--- src/hdl/dfp_pkg.sv ---
`timescale 1ns / 1ps
`default_nettype none

package dfp_pkg;

    localparam int MAX_FRAGMENTS     = 64;
    localparam int FRAG_HEADER_BYTES = 5;
    localparam int MAX_DGRAM_LEN     = 2047;

    localparam logic [4:0] DISPATCH_FIRST = 5'h18;
    localparam logic [4:0] DISPATCH_LATER = 5'h1C;

    localparam logic REG_MAX_PHY_PACKET     = 1'b0;
    localparam logic REG_MAX_FRAME_OVERHEAD = 1'b1;

    localparam logic [6:0] MAX_PHY_PACKET_RESET     = 7'd127;
    localparam logic [6:0] MAX_FRAME_OVERHEAD_RESET = 7'd25;

    typedef struct packed {
        logic capture;
        logic calc_space;
        logic start;
        logic load_err;
        logic load_frag;
    } dfp_cmd_t;

    typedef struct packed {
        logic err;
        logic last;
    } dfp_status_t;

endpackage

`default_nettype wire

--- src/hdl/dfp_ctrl.sv ---
`timescale 1ns / 1ps
`default_nettype none

module dfp_ctrl
    import dfp_pkg::*;
(
    input  wire logic        clk,
    input  wire logic        rst_n,
    input  wire logic        in_valid,
    output logic             in_ready,
    output logic             out_valid,
    input  wire logic        out_ready,
    input  wire dfp_status_t status,
    output dfp_cmd_t         cmd
);

    typedef enum logic [2:0] {
        ST_IDLE,
        ST_SPACE,
        ST_CHECK,
        ST_LOAD,
        ST_SEND
    } state_t;

    state_t state_reg;
    state_t state_next;

    always_comb
    begin
        state_next     = state_reg;
        cmd            = '0;
        unique case (state_reg)
            ST_IDLE:
            begin
                if (in_valid)
                begin
                    cmd.capture = 1'b1;
                    state_next  = ST_SPACE;
                end
            end
            ST_SPACE:
            begin
                cmd.calc_space = 1'b1;
                state_next     = ST_CHECK;
            end
            ST_CHECK:
            begin
                if (status.err)
                begin
                    cmd.load_err = 1'b1;
                    state_next   = ST_SEND;
                end
                else
                begin
                    cmd.start  = 1'b1;
                    state_next = ST_LOAD;
                end
            end
            ST_LOAD:
            begin
                cmd.load_frag = 1'b1;
                state_next    = ST_SEND;
            end
            ST_SEND:
            begin
                if (out_ready)
                begin
                    if (status.last)
                    begin
                        state_next = ST_IDLE;
                    end
                    else
                    begin
                        cmd.load_frag = 1'b1;
                    end
                end
            end
            default:
            begin
                state_next = ST_IDLE;
            end
        endcase
    end

    always_ff @(posedge clk or negedge rst_n)
    begin
        if (!rst_n)
        begin
            state_reg <= ST_IDLE;
        end
        else
        begin
            state_reg <= state_next;
        end
    end

    assign in_ready  = (state_reg == ST_IDLE);
    assign out_valid = (state_reg == ST_SEND);

`ifndef SYNTHESIS
    a_last_returns_idle: assert property (@(posedge clk) disable iff (!rst_n)
        (out_valid && out_ready && status.last) |=> in_ready)
        else $error("Controller did not return to idle after the last beat.");

    a_check_leads_on: assert property (@(posedge clk) disable iff (!rst_n)
        (state_reg == ST_CHECK) |=> (out_valid || state_reg == ST_LOAD))
        else $error("Check step did not lead to a load or a result.");

    a_no_overlap: assert property (@(posedge clk) disable iff (!rst_n)
        !(in_ready && out_valid))
        else $error("Input accepted while a result is pending.");
`endif

endmodule

`default_nettype wire

--- src/hdl/dfp_datapath.sv ---
`timescale 1ns / 1ps
`default_nettype none

module dfp_datapath
    import dfp_pkg::*;
(
    input  wire logic        clk,
    input  wire logic        rst_n,
    input  wire logic        cfg_wr_en,
    input  wire logic        cfg_index,
    input  wire logic [6:0]  cfg_wr_data,
    input  wire logic [10:0] payload_length,
    input  wire logic [5:0]  compressed_header_size,
    input  wire logic [6:0]  link_overhead,
    input  wire dfp_cmd_t    cmd,
    output dfp_status_t      status,
    output logic [15:0]      size_word,
    output logic [15:0]      frag_tag,
    output logic [7:0]       offset_units,
    output logic [10:0]      source_offset,
    output logic [6:0]       fragment_length,
    output logic [6:0]       frame_length,
    output logic             last,
    output logic             error
);

    logic [6:0]  max_phy_packet_reg;
    logic [6:0]  max_frame_overhead_reg;
    logic [15:0] tag_reg;
    logic [11:0] dlen_reg;
    logic [7:0]  hdr_reg;
    logic [6:0]  space_reg;
    logic [10:0] off_reg;
    logic [10:0] rem_reg;

    logic [15:0] size_word_reg;
    logic [15:0] tag_out_reg;
    logic [10:0] source_offset_reg;
    logic [6:0]  fragment_length_reg;
    logic [6:0]  frame_length_reg;
    logic        last_reg;
    logic        error_reg;

    logic [7:0]  hdr_sum;
    logic [7:0]  comp_ext;
    logic [7:0]  hdr_next;
    logic [8:0]  space_need;
    logic [8:0]  space_diff;
    logic [6:0]  space_next;
    logic [12:0] frag_limit;
    logic        err_now;
    logic        is_last;
    logic [6:0]  flen;
    logic [4:0]  dispatch;

    always_comb
    begin
        hdr_sum  = {1'b0, link_overhead} + 8'(FRAG_HEADER_BYTES - 1);
        comp_ext = {2'b00, compressed_header_size};
        hdr_next = (hdr_sum > comp_ext) ? (hdr_sum - comp_ext) : 8'd0;

        space_need = {2'b00, max_frame_overhead_reg} + {1'b0, hdr_reg};
        space_diff = {2'b00, max_phy_packet_reg} - space_need;
        space_next = ({2'b00, max_phy_packet_reg} > space_need)
                   ? {space_diff[6:3], 3'b000} : 7'd0;

        frag_limit = 13'(space_reg) * 13'(MAX_FRAGMENTS);
        err_now    = (space_reg == 7'd0) || (dlen_reg > 12'(MAX_DGRAM_LEN))
                   || ({1'b0, dlen_reg} > frag_limit);

        is_last  = (rem_reg <= {4'd0, space_reg});
        flen     = is_last ? rem_reg[6:0] : space_reg;
        dispatch = (off_reg == 11'd0) ? DISPATCH_FIRST : DISPATCH_LATER;
    end

    always_ff @(posedge clk or negedge rst_n)
    begin
        if (!rst_n)
        begin
            max_phy_packet_reg     <= MAX_PHY_PACKET_RESET;
            max_frame_overhead_reg <= MAX_FRAME_OVERHEAD_RESET;
            tag_reg                <= 16'd0;
            off_reg                <= 11'd0;
            rem_reg                <= 11'd0;
            space_reg              <= 7'd0;
        end
        else
        begin
            if (cfg_wr_en)
            begin
                unique case (cfg_index)
                    REG_MAX_PHY_PACKET:     max_phy_packet_reg     <= cfg_wr_data;
                    REG_MAX_FRAME_OVERHEAD: max_frame_overhead_reg <= cfg_wr_data;
                    default:                max_phy_packet_reg     <= max_phy_packet_reg;
                endcase
            end
            if (cmd.calc_space)
            begin
                space_reg <= space_next;
            end
            if (cmd.start)
            begin
                tag_reg <= tag_reg + 16'd1;
                off_reg <= 11'd0;
                rem_reg <= dlen_reg[10:0];
            end
            if (cmd.load_frag)
            begin
                off_reg <= off_reg + 11'(flen);
                rem_reg <= rem_reg - 11'(flen);
            end
        end
    end

    always_ff @(posedge clk)
    begin
        if (cmd.capture)
        begin
            dlen_reg <= 12'(payload_length) + 12'(compressed_header_size);
            hdr_reg  <= hdr_next;
        end
        if (cmd.load_err)
        begin
            size_word_reg       <= 16'd0;
            tag_out_reg         <= 16'd0;
            source_offset_reg   <= 11'd0;
            fragment_length_reg <= 7'd0;
            frame_length_reg    <= 7'd0;
            last_reg            <= 1'b1;
            error_reg           <= 1'b1;
        end
        else if (cmd.load_frag)
        begin
            size_word_reg       <= {dispatch, dlen_reg[10:0]};
            tag_out_reg         <= tag_reg;
            source_offset_reg   <= off_reg;
            fragment_length_reg <= flen;
            frame_length_reg    <= hdr_reg[6:0] + flen;
            last_reg            <= is_last;
            error_reg           <= 1'b0;
        end
    end

    assign status.err      = err_now;
    assign status.last     = last_reg;
    assign size_word       = size_word_reg;
    assign frag_tag        = tag_out_reg;
    assign offset_units    = source_offset_reg[10:3];
    assign source_offset   = source_offset_reg;
    assign fragment_length = fragment_length_reg;
    assign frame_length    = frame_length_reg;
    assign last            = last_reg;
    assign error           = error_reg;

endmodule

`default_nettype wire

--- src/hdl/datagram_fragment_planner_unit.sv ---
// Sequence: a request accepted in idle passes through the space and check steps, then a load
// step that registers the first fragment beat; an error result is registered by the check step.
// Throughput: one fragment beat per cycle while out_ready is high; a request holds the block,
// with in_ready low, from its acceptance through the setup steps of the controller until its
// last beat is taken.
// Reset: asynchronous, active low; the tag counter clears to zero and the registers return
// to a packet size of 127 and a frame overhead of 25.
`timescale 1ns / 1ps
`default_nettype none

module datagram_fragment_planner_unit
    import dfp_pkg::*;
(
    input  wire logic        clk,
    input  wire logic        rst_n,
    input  wire logic        cfg_wr_en,
    input  wire logic        cfg_index,
    input  wire logic [6:0]  cfg_wr_data,
    input  wire logic        in_valid,
    output logic             in_ready,
    input  wire logic [10:0] payload_length,
    input  wire logic [5:0]  compressed_header_size,
    input  wire logic [6:0]  link_overhead,
    output logic             out_valid,
    input  wire logic        out_ready,
    output logic [15:0]      size_word,
    output logic [15:0]      frag_tag,
    output logic [7:0]       offset_units,
    output logic [10:0]      source_offset,
    output logic [6:0]       fragment_length,
    output logic [6:0]       frame_length,
    output logic             last,
    output logic             error
);

    dfp_cmd_t    cmd;
    dfp_status_t status;

    dfp_ctrl u_ctrl (
        .clk       (clk),
        .rst_n     (rst_n),
        .in_valid  (in_valid),
        .in_ready  (in_ready),
        .out_valid (out_valid),
        .out_ready (out_ready),
        .status    (status),
        .cmd       (cmd)
    );

    dfp_datapath u_datapath (
        .clk                    (clk),
        .rst_n                  (rst_n),
        .cfg_wr_en              (cfg_wr_en),
        .cfg_index              (cfg_index),
        .cfg_wr_data            (cfg_wr_data),
        .payload_length         (payload_length),
        .compressed_header_size (compressed_header_size),
        .link_overhead          (link_overhead),
        .cmd                    (cmd),
        .status                 (status),
        .size_word              (size_word),
        .frag_tag               (frag_tag),
        .offset_units           (offset_units),
        .source_offset          (source_offset),
        .fragment_length        (fragment_length),
        .frame_length           (frame_length),
        .last                   (last),
        .error                  (error)
    );

endmodule

`default_nettype wire

--- config.mk ---
export PLATFORM = sky130hd
export DESIGN_NAME = datagram_fragment_planner_unit
export DESIGN_NICKNAME = d
export VERILOG_FILES = /design/src/hdl/dfp_pkg.sv /design/src/hdl/dfp_ctrl.sv /design/src/hdl/dfp_datapath.sv /design/src/hdl/datagram_fragment_planner_unit.sv
export SDC_FILE = /design/constraint.sdc
export NUM_CORES = 1
export LEC_CHECK = 0
export ABC_AREA = 1
export BUFFER_PORTS_ARGS = -buffer_cell sky130_fd_sc_hd__buf_2
export CORE_ASPECT_RATIO = 1.1
export CORE_MARGIN = 2
export CORE_UTILIZATION = 50
export CTS_CLUSTER_DIAMETER = 200
export DETAILED_ROUTE_END_ITERATION = 7
export GPL_TIMING_DRIVEN = 1
export PLACE_DENSITY_LB_ADDON = 0.08
export SLEW_MARGIN = 20
export SYNTH_ARGS = -nofsm -noshare
export SYNTH_HDL_FRONTEND = slang
export SYNTH_SLANG_ARGS = --single-unit
export TNS_END_PERCENT = 10
--- constraint.sdc ---
create_clock -name clk -period 7 [get_ports clk]
set_clock_uncertainty 0.1 [all_clocks]
set_input_delay 1.4 -clock clk [delete_from_list [all_inputs] [get_ports clk]]
set_output_delay 1.4 -clock clk [all_outputs]
set_load 0.02 [all_outputs]
==> results of run 1 <==
[critical path: stages (launching register included)]
cell and delay (ns):
dfrtp_1 0.39, inv_1 0.13, ha_1 0.32, nand2_1 0.07, inv_1 0.05, nand2_1 0.06
nand3_2 0.09, nand2_4 0.09, o21ai_0 0.43, inv_1 0.12, ha_1 0.37, o21ai_0 0.29
nand2_1 0.08, nand2_1 0.08, a21oi_1 0.07, nor2_1 0.15, nand4_1 0.14, nand3_1 0.11
o211ai_1 0.10
[cells in the mapped netlist (16+ instances only)]
cell type,instances
nand2_1,226
nand3_1,40
nand4_1,16
inv_1,110
ha_1,53
edfxtp_1,20
dfxtp_1,56
a21oi_1,80
buf_4,17
xor2_1,26
dfrtp_1,49
o21ai_0,36
nor2_1,74
[final timing paths]
check,from,end,cells after the start
setup / recovery,u_datapath.space_reg[6],u_datapath.rem_reg[9],18
hold / removal,u_datapath.source_offset[2],u_datapath.source_offset[2],2
setup reg to reg,u_datapath.space_reg[6],u_datapath.rem_reg[9],18
hold reg to reg,u_datapath.source_offset[2],u_datapath.source_offset[2],2
max in group asynchronous,rst_n,u_datapath.tag_reg[7],2
min in group asynchronous,rst_n,u_datapath.max_frame_overhead_reg[2],2
[power by group]
part | leakage, nW | internal [mW] | switching [mW] | total, mW
Clock | 0.265 | 0.501 | 0.309 | 0.810
Sequential | 1.39 | 1.02 | 0.168 | 1.19
Combinational | 2.59 | 0.549 | 1.03 | 1.57
Total | 4.24 | 2.07 | 1.50 | 3.57
[area by class of cell]
class	instances	share of cell area, %
well taps	196	2.788
repair buffers	107	6.203
clock inverters	3	0.1707
inverters	115	4.908
flip-flops and latches	135	36.51
clock buffers	29	5.933
multi-input cells	656	43.49
[placed cells by master (no fill, tap or decap), types with 4 or more instances in the layout]
master / instances
edfxtp_1: 20
o22ai_1: 6
dfxtp_1: 56
ha_1: 53
inv_1: 110
xor2_1: 26
buf_2: 103
clkbuf_16: 18
nand2_2: 5
inv_2: 5
buf_4: 4
nand2_1: 226
nand3_1: 40
o211ai_1: 4
dfstp_2: 10
a211oi_1: 5
clkbuf_1: 8
nor2_1: 74
o21bai_1: 4
a21oi_1: 80
nand4_1: 16
fa_1: 5
o21ai_0: 36
nor3_1: 8
a21oi_2: 11
dfrtp_1: 49
xnor2_1: 15
[kinds of logic after synthesis]
family	count (synthesis)	synth area share, %
muxes	4	0.7303
DFF	135	41.65
AOI/OAI and AO/OA	161	12.17
other	2	0.09742
xor gates and xnor gates	41	4.658
buffers and inverters	153	8.781
adders and majority gates	58	9.901
and+or+nand+nor	389	22.01
[metal layers]
layer	share of wire [%]	vias up
met1	45	2920
met3	3.0	21
met2	50	104
met4	1.9	0
li1	-	3269
met5	0	-
[stage by stage]
step	hold WS, ns	util (%)	setup slack (ns)	power (mW)
finish	0.3584	58.42	3.632	3.572
global route	0.3784	58.42	3.271	3.879
CTS	0.3621	58.42	3.626	3.607
detailed placement	0.3519	54.85	3.523	2.781
global placement	0.3503	54.85	3.522	2.761
floorplan	0.3491	-	3.826	2.407
==> flow_summary_export.csv, run 1 <==
group,metric,value,unit
global_routing,met3_usage,4.932,%
floorplan,initial_utilization,51.21,%
synth,yosysTopAreaCellShare,15.91,%
placed_design,place_congestion,0.8801,
route,viasPerCell,5.088,
route,routed_wl,16910,um
synth,synth-async-reset-ratio,43.70,%
min_path,hp-class,"flop to flop",
route,wl_per_cell,13.63,um
clocking,clk-insertion-delay-late,0.42,ns
cells_and_area,final_nets,1127,
global_routing,grt_pass1_wl,28420,um
synth,ys_warn_count,0,
route,drcViolationCount,0,
global_routing,overflow,0,
cells_and_area,multi_input_area,3825,um^2
clocking,clock_tree.root_cell,"clkbuf_16",
synth,ys_seq_area_share,41.65,%
route,vias,6314,
floorplan,die_area,16430,um^2
synth,synth_edf_count,20,
synth,syn_avg_cell_area,8.175,um^2
worst_setup_path,worstPathRequired,7.19,ns
cells_and_area,area_growth,14.09,%
timing,slew_viol_final,0,
timing,min_period,3.368,ns
outcome,status,"completed",
global_routing,grt.busiest_layer,"met2",
global_routing,grt_pass1_vias,6003,
synth,synth_top_area_cell,"dfrtp_1",
clocking,htree_levels,4,
placed_design,hpwl,12440,um
power_and_ir_drop,cellLeakagePower,4.243,nW
timing,worst_pin_slew,0.9408,ns
floorplan,num_rows,47,
clocking,cts-resized-gates,0,
cells_and_area,fin_cells,1241,
floorplan,die_w,122.4,um
route,drt_iter0_drc,318,
cells_and_area,drive_above_1_share,17.51,%
worst_setup_path,cp-end-kind,"flop",
global_routing,grt_use_met2,36.67,%
synth,synth-seq-cells,135,
worst_setup_path,r2r_slack,3.63,ns
clocking,cts_tree,"yes",
synth,yosysUniqueCellTypes,52,
floorplan,io_pins,106,
synth,ys_top_cells_by_area,"dfrtp_1, dfxtp_1, nand2_1",
global_routing,antenna_found_initial,0,
route,drtPass1Iterations,4,
route,final_antenna_net_count,0,
timing,max_freq,296.9,MHz
floorplan,core,15050,um^2
clocking,clockBufferDepth,2,
clocking,post-cts-setup-buffer-count,0,
clocking,cts_hold_buf,0,
cells_and_area,finish.instance_area,8795,um^2
clocking,cts_sinks,135,
clocking,cts_buffers,17,
synth,synth_ff_type,"dfxtp_1",
synth,netlist_area,7709,um^2
worst_setup_path,start_kind,"flop",
global_routing,grt_use_total,21.89,%
synth,synth_cells,943,
timing,timing.final.crit_share,48.11,%
global_routing,grt_max_degree,77,
global_routing,met1_usage,28.17,%
cells_and_area,final.fill_count,1465,
floorplan,die_h,134.2,um
flow_run,drv_cap,0,
timing,rsz0062_at_grt,"no",
power_and_ir_drop,irDropWorstVdd,0.1930,mV
timing,setup_viol,0,
clocking,clkTransAtPathRegs,0.06,ns
worst_setup_path,critPathKind,"flop to flop",
timing,setup_tns,0,ns
worst_setup_path,cp_max_fo,9,
timing,hold_violations,0,
cells_and_area,diodes,0,
cells_and_area,regArea,3211,um^2
worst_setup_path,arrival,3.55,ns
power_and_ir_drop,powerDensity,406.1,nW/um^2
placed_design,dp_cells,1209,
placed_design,numPortBuffers,103,
placed_design,dpl_cell_area,8258,um^2
timing,maxSlewHeadroom,37.28,%
No activity file was read; power rests on OpenSTA's default activity.
==> inputs of run 2 (changes only) <==
clock period = 3 ns   (was 7 ns; I/O delays follow)
==> run 2 against run 1 <==
Design area grew 3.5%. Hold slack got worse by 0.23 ns. Sequential power increased by 130%. Critical path depth decreased by 1. Largest power group unchanged.
==> flow_summary_export.csv, run 2 (synthesis gave the netlist of run 1 again) <==
group,metric,value,unit
outcome,status,"completed",
floorplan,die_w,122.4,um
worst_setup_path,cp_max_fo,5,
cells_and_area,drive_above_1_share,21.68,%
placed_design,place_congestion,0.8538,
timing,hold_slack,0.1332,ns
global_routing,grt_pass1_vias,6032,
timing,hold_violations,0,
floorplan,core,15050,um^2
placed_design,numPortBuffers,103,
route,drcViolationCount,0,
global_routing,overflow,0,
worst_setup_path,critPathKind,"flop to flop",
min_path,hp-class,"input port to async pin",
cells_and_area,area_growth,18.10,%
clocking,cts_tree,"yes",
global_routing,grt_max_degree,48,
worst_setup_path,cp-end-kind,"flop",
route,drt_iter0_drc,283,
clocking,clkTransAtPathRegs,0.05,ns
route,routed_wl,17620,um
clocking,clock_tree.root_cell,"clkbuf_16",
timing,timing.final.crit_share,94.19,%
timing,worst_slack,0.1742,ns
cells_and_area,regArea,3212,um^2
route,viasPerCell,5.085,
worst_setup_path,arrival,3.04,ns
cells_and_area,multi_input_area,3914,um^2
route,wl_per_cell,13.92,um
placed_design,dp_slack,0.02097,ns
power_and_ir_drop,cellLeakagePower,4.381,nW
cells_and_area,diodes,0,
global_routing,antenna_found_initial,0,
floorplan,num_rows,47,
placed_design,dpl_cell_area,8433,um^2
flow_run,drv_cap,0,
worst_setup_path,worstPathRequired,3.21,ns
timing,max_freq,353.9,MHz
cells_and_area,final_util,60.47,%
floorplan,io_pins,106,
timing,min_period,2.826,ns
clocking,clk-insertion-delay-late,0.43,ns
route,final_antenna_net_count,0,
cells_and_area,finish.instance_area,9104,um^2
cells_and_area,layout_commonest_cell,"nand2_1",
floorplan,die_area,16430,um^2
global_routing,grt_pass1_wl,28600,um
timing,worst_pin_slew,0.7346,ns
power_and_ir_drop,powerDensity,967.2,nW/um^2
timing,rsz0062_at_grt,"yes",
floorplan,die_h,134.2,um
route,drtPass1Iterations,5,
clocking,clockBufferDepth,2,
clocking,cts_sinks,135,
floorplan,initial_utilization,51.21,%
clocking,cts_buffers,17,
placed_design,hpwl,13110,um
global_routing,grt_use_total,22.29,%
route,vias,6438,
power_and_ir_drop,irDropWorstVdd,0.5553,mV
cells_and_area,layout_common_cells,"nand2_1, inv_1, buf_2, a21oi_1, nor2_1",
cells_and_area,final.fill_count,1460,
timing,slew_viol_final,0,
power_and_ir_drop,power,8.805,mW
worst_setup_path,start_kind,"flop",
timing,maxSlewHeadroom,51.03,%
clocking,htree_levels,4,
timing,setup_viol,0,
cells_and_area,final_nets,1152,
==> run 2: changes by cell type in the layout (fill, tap and decap cells not counted), sizes merged <==
cell      delta
clkbuf       -4
inv          +1
nand2        +1
clkinvlp     +3
buf         +24
==> run 2: where the power goes <==
part | leakage [nW] | internal (mW) | total (mW) | switching (mW)
clock network | 0.265 | 1.17 | 1.93 | 0.760
logic | 2.73 | 1.55 | 4.11 | 2.57
registers | 1.39 | 2.38 | 2.77 | 0.389
total | 4.38 | 5.09 | 8.80 | 3.71
==> run 2: stage by stage <==
stage                     std cells  setup TNS, ns
after detailed placement       1229              0
after global placement         1229              0
after CTS                      1261              0
after global routing           1266        -0.4115
after floorplan                 944              0
final                          1266              0
==> run 2: critical path: stages (launching register included) <==
cell and delay, ns:
dfrtp_1 0.43, ha_1 0.31, nand2_2 0.06, nor2_2 0.12, nand3_2 0.14, nand2_4 0.12
o21ai_0 0.10, buf_4 0.16, ha_1 0.34, a21oi_2 0.14, nand2_1 0.09, a21oi_2 0.12
o21bai_1 0.08, xor2_1 0.17, nand3_1 0.07, nand2_1 0.05, nor2_1 0.08, nor2_1 0.04
==> run 2: path summary, 6_finish.rpt <==
kind / startpoint / end / slack, ns / cells past startpoint
hold reg to reg: u_datapath.error / u_datapath.error / 0.35 / 2
setup reg to reg: u_datapath.rem_reg[5] / u_datapath.frame_length[6] / 0.17 / 17
hold / removal: rst_n / u_datapath.max_frame_overhead_reg[2] / 0.13 / 1
setup / recovery: u_datapath.rem_reg[5] / u_datapath.frame_length[6] / 0.17 / 17
max in group asynchronous: rst_n / u_datapath.off_reg[0] / 1.94 / 2
min in group clk: cfg_wr_data[4] / u_datapath.max_phy_packet_reg[4] / 0.30 / 3
==> run 2: metal layers <==
layer | part of all wire, % | track usage (%) | vias to the layer above
met5 | 0 | 0 | -
met4 | 2.1 | 8.238 | 0
met3 | 3.8 | 5.060 | 34
met2 | 50 | 38.12 | 112
met1 | 44 | 27.27 | 2982
li1 | - | - | 3310
==> run 2: what timing repair did <==
item                                    4_1_cts  5_1_grt
buffers inserted                              0        4
endpoints found under the setup margin        0       17
gates resized for setup                       0       27
hold buffers                                  0        0
endpoints found under the hold margin         0        0
==> run 2: final cells by class <==
type / count / share of cell area (%)
flip-flops and latches: 135 / 35.28
multi-input cells: 657 / 42.99
inverters: 115 / 4.742
clock inverters: 7 / 0.4810
clock buffers: 25 / 5.566
well taps: 196 / 2.694
repair buffers: 131 / 8.246
==> inputs of run 3 (changes only) <==
--- a/config.mk
+++ b/config.mk
@@ -16,2 +16,3 @@
 export PLACE_DENSITY_LB_ADDON = 0.08
+export RECOVER_POWER = 50
 export SLEW_MARGIN = 20
==> constraint.sdc (replaced) <==
create_clock -name clk -period 3 [get_ports clk]
set_clock_uncertainty 0.1 [all_clocks]
set_input_delay 0.15 -clock clk [delete_from_list [all_inputs] [get_ports clk]]
set_output_delay 0.15 -clock clk [all_outputs]
set_load 0.02 [all_outputs]
==> run 3 against run 2 <==
The run now ends with capacitance limit, slew limit left. Hold slack got worse by 0.11 ns. Design area up 1.5%. Register-to-register slack lost 0.03 ns. Count of clock-buffer cells in the layout is 1 higher. Sequential power hardly changed. Sequential cell count stayed put. Die area stayed put. First-iteration DRC count up 12%. Global-route usage is 0.46 points higher. Non-clock buffer count up 22. Clock power increased by 4%. Power is 0.41% higher. Critical path type unchanged. Critical endpoint unchanged. Highest routed layer unchanged.
==> flow_summary_export.csv, run 3 (synthesis gave the netlist of run 1 again) <==
group,metric,value,unit
timing,timing.final.crit_share,95.15,%
power_and_ir_drop,irDropWorstVdd,0.4372,mV
power_and_ir_drop,cellLeakagePower,4.203,nW
cells_and_area,layout_common_cells,"nand2_1, inv_1, a21oi_1, clkbuf_1, nor2_1",
route,drt_iter0_drc,317,
timing,setup_viol,0,
clocking,cts_sinks,135,
worst_setup_path,cp-end-kind,"flop",
route,dr.max_layer_used,"met4",
worst_setup_path,r2r_cells,18,
placed_design,numPortBuffers,103,
timing,slew_viol_final,33,
route,viasPerCell,5.075,
floorplan,die_area,16430,um^2
cells_and_area,final_util,61.35,%
clocking,clkTransAtPathRegs,0.06,ns
clocking,clock_tree.root_cell,"clkbuf_16",
outcome,violations,"capacitance limit, slew limit",
cells_and_area,drive_above_1_share,15.40,%
flow_run,drv_cap,1,
global_routing,grt_max_degree,76,
global_routing,antenna_found_initial,0,
timing,min_period,2.855,ns
worst_setup_path,reg2reg_from,"u_datapath.space_reg[6]",
global_routing,grt_use_total,22.75,%
worst_setup_path,start_kind,"flop",
worst_setup_path,critPathKind,"flop to flop",
clocking,cts_tree,"yes",
floorplan,io_pins,106,
route,vias,6532,
route,routed_wl,18120,um
floorplan,initial_utilization,51.21,%
clocking,cts_buffers,17,
power_and_ir_drop,powerDensity,957.2,nW/um^2
timing,hold_violations,0,
global_routing,grt_pass1_wl,29530,um
clocking,clockBufferDepth,2,
worst_setup_path,cp_max_fo,8,
timing,maxSlewHeadroom,-41.45,%
cells_and_area,final.fill_count,1451,
timing,worst_slack,0.1454,ns
route,drtPass1Iterations,5,
route,final_antenna_net_count,0,
route,drcViolationCount,0,
global_routing,overflow,0,
worst_setup_path,worstPathRequired,3.27,ns
power_and_ir_drop,power,8.841,mW
cells_and_area,diodes,0,
clocking,htree_levels,4,
min_path,hp-class,"input port to flop",
worst_setup_path,arrival,3.12,ns
floorplan,die_w,122.4,um
floorplan,die_h,134.2,um
min_path,whs_endpoint,"u_datapath.dlen_reg[9]",
clocking,clk-insertion-delay-late,0.43,ns
worst_setup_path,r2r_slack,0.15,ns
floorplan,core,15050,um^2
min_path,hold_path_depth,3,
cells_and_area,area_growth,19.82,%
route,wl_met3,683,um
outcome,status,"finished with violations",
cells_and_area,layout_commonest_cell,"nand2_1",
route,route.met2.wl,8884,um
cells_and_area,final_nets,1173,
placed_design,dp_slack,0.02731,ns
placed_design,place_congestion,0.9667,
timing,rsz0062_at_grt,"yes",
route,wl_per_cell,14.08,um
timing,worst_pin_slew,2.122,ns
worst_setup_path,r2r_end,"u_datapath.frame_length[6]",
route,wl_met1,8235,um
placed_design,hpwl,13220,um
global_routing,grt_pass1_vias,6224,
timing,max_freq,350.3,MHz
floorplan,num_rows,47,
min_path,hp-start,"payload_length[9]",
## run 3: cell count changes in the layout (fill, tap and decap cells not counted), sizes merged
cell / before / now
buf: 131 / 69
bufinv: 0 / 1
clkbuf: 25 / 94
clkinv: 3 / 4
clkinvlp: 3 / 1
dlygate4sd3: 0 / 16
inv: 116 / 115
nand2: 235 / 234
## run 3: metal layers
| layer | up-vias | track usage, % |
|---|---|---|
| met1 | 3023 | 29.13 |
| met5 | - | 0 |
| met4 | 0 | 7.599 |
| li1 | 3352 | - |
| met2 | 131 | 38.27 |
| met3 | 26 | 4.549 |
## run 3: how the worst max path moves through the flow
| stage | end | slack (ns) | cells past startpoint | startpoint |
|---|---|---|---|---|
| final | u_datapath.frame_length[6] | 0.15 | 18 | u_datapath.space_reg[6] |
| after global routing | u_datapath.space_reg[3] | -0.06 | 17 | u_datapath.max_frame_overhead_reg[0] |
| after CTS | u_datapath.off_reg[8] | 0.02 | 16 | u_datapath.rem_reg[4] |
| after detailed placement | u_datapath.off_reg[8] | 0.03 | 16 | u_datapath.rem_reg[4] |
| after global placement | u_datapath.off_reg[8] | 0.12 | 16 | u_datapath.rem_reg[4] |
| after floorplan | u_datapath.rem_reg[9] | 0.15 | 17 | u_datapath.space_reg[6] |
## run 3: final cells by class
| type | instances | area, um^2 | share of cell area [%] |
|---|---|---|---|
| Inverter | 115 | 434.2 | 4.701 |
| Timing Repair Buffer | 153 | 855.8 | 9.266 |
| Clock buffer | 26 | 500.5 | 5.419 |
| Multi-Input combinational cell | 656 | 3925 | 42.50 |
| Tap cell | 196 | 245.2 | 2.655 |
| Sequential cell | 135 | 3211 | 34.76 |
| Clock inverter | 6 | 65.06 | 0.7044 |
## run 3: per-stage QoR
stage / cells / TNS, ns / hold slack (ns) / cell area [um^2]
floorplan: 944 / 0 / -0.2456 / 7712
global placement: 1235 / 0 / 0.1887 / 8466
detailed placement: 1235 / 0 / 0.2105 / 8466
CTS: 1283 / 0 / 0.01075 / 9191
global route: 1287 / -0.2164 / 0.03019 / 9236
finish: 1287 / 0 / 0.02638 / 9236
## run 3: timing repair
action | in CTS | in global routing
endpoints found under the hold margin | 51 | 0
hold buffers | 16 | 0
setup buffers | 0 | 4
gates resized for setup | 0 | 29
endpoints found under the setup margin | 0 | 16
## run 3: report_power, final
group | total [mW] | switching (mW) | internal (mW) | leakage [nW]
clock network | 2.00 | 0.765 | 1.23 | 0.274
registers | 2.76 | 0.386 | 2.38 | 1.39
logic | 4.08 | 2.57 | 1.51 | 2.54
total | 8.84 | 3.72 | 5.12 | 4.20
## run 3: worst max-delay path: stages, from the launching register on
cell	delay [ns]
dfrtp_1	0.34
inv_1	0.06
ha_1	0.31
a21oi_1	0.20
nand3_2	0.14
nand2_4	0.14
inv_4	0.06
nor2_2	0.13
ha_2	0.22
fa_2	0.22
nand3_1	0.08
nand2_1	0.10
a21oi_1	0.07
o21bai_1	0.15
xor2_1	0.21
nand3_1	0.09
nand2_1	0.07
nor2_1	0.04
nor2_1	0.08
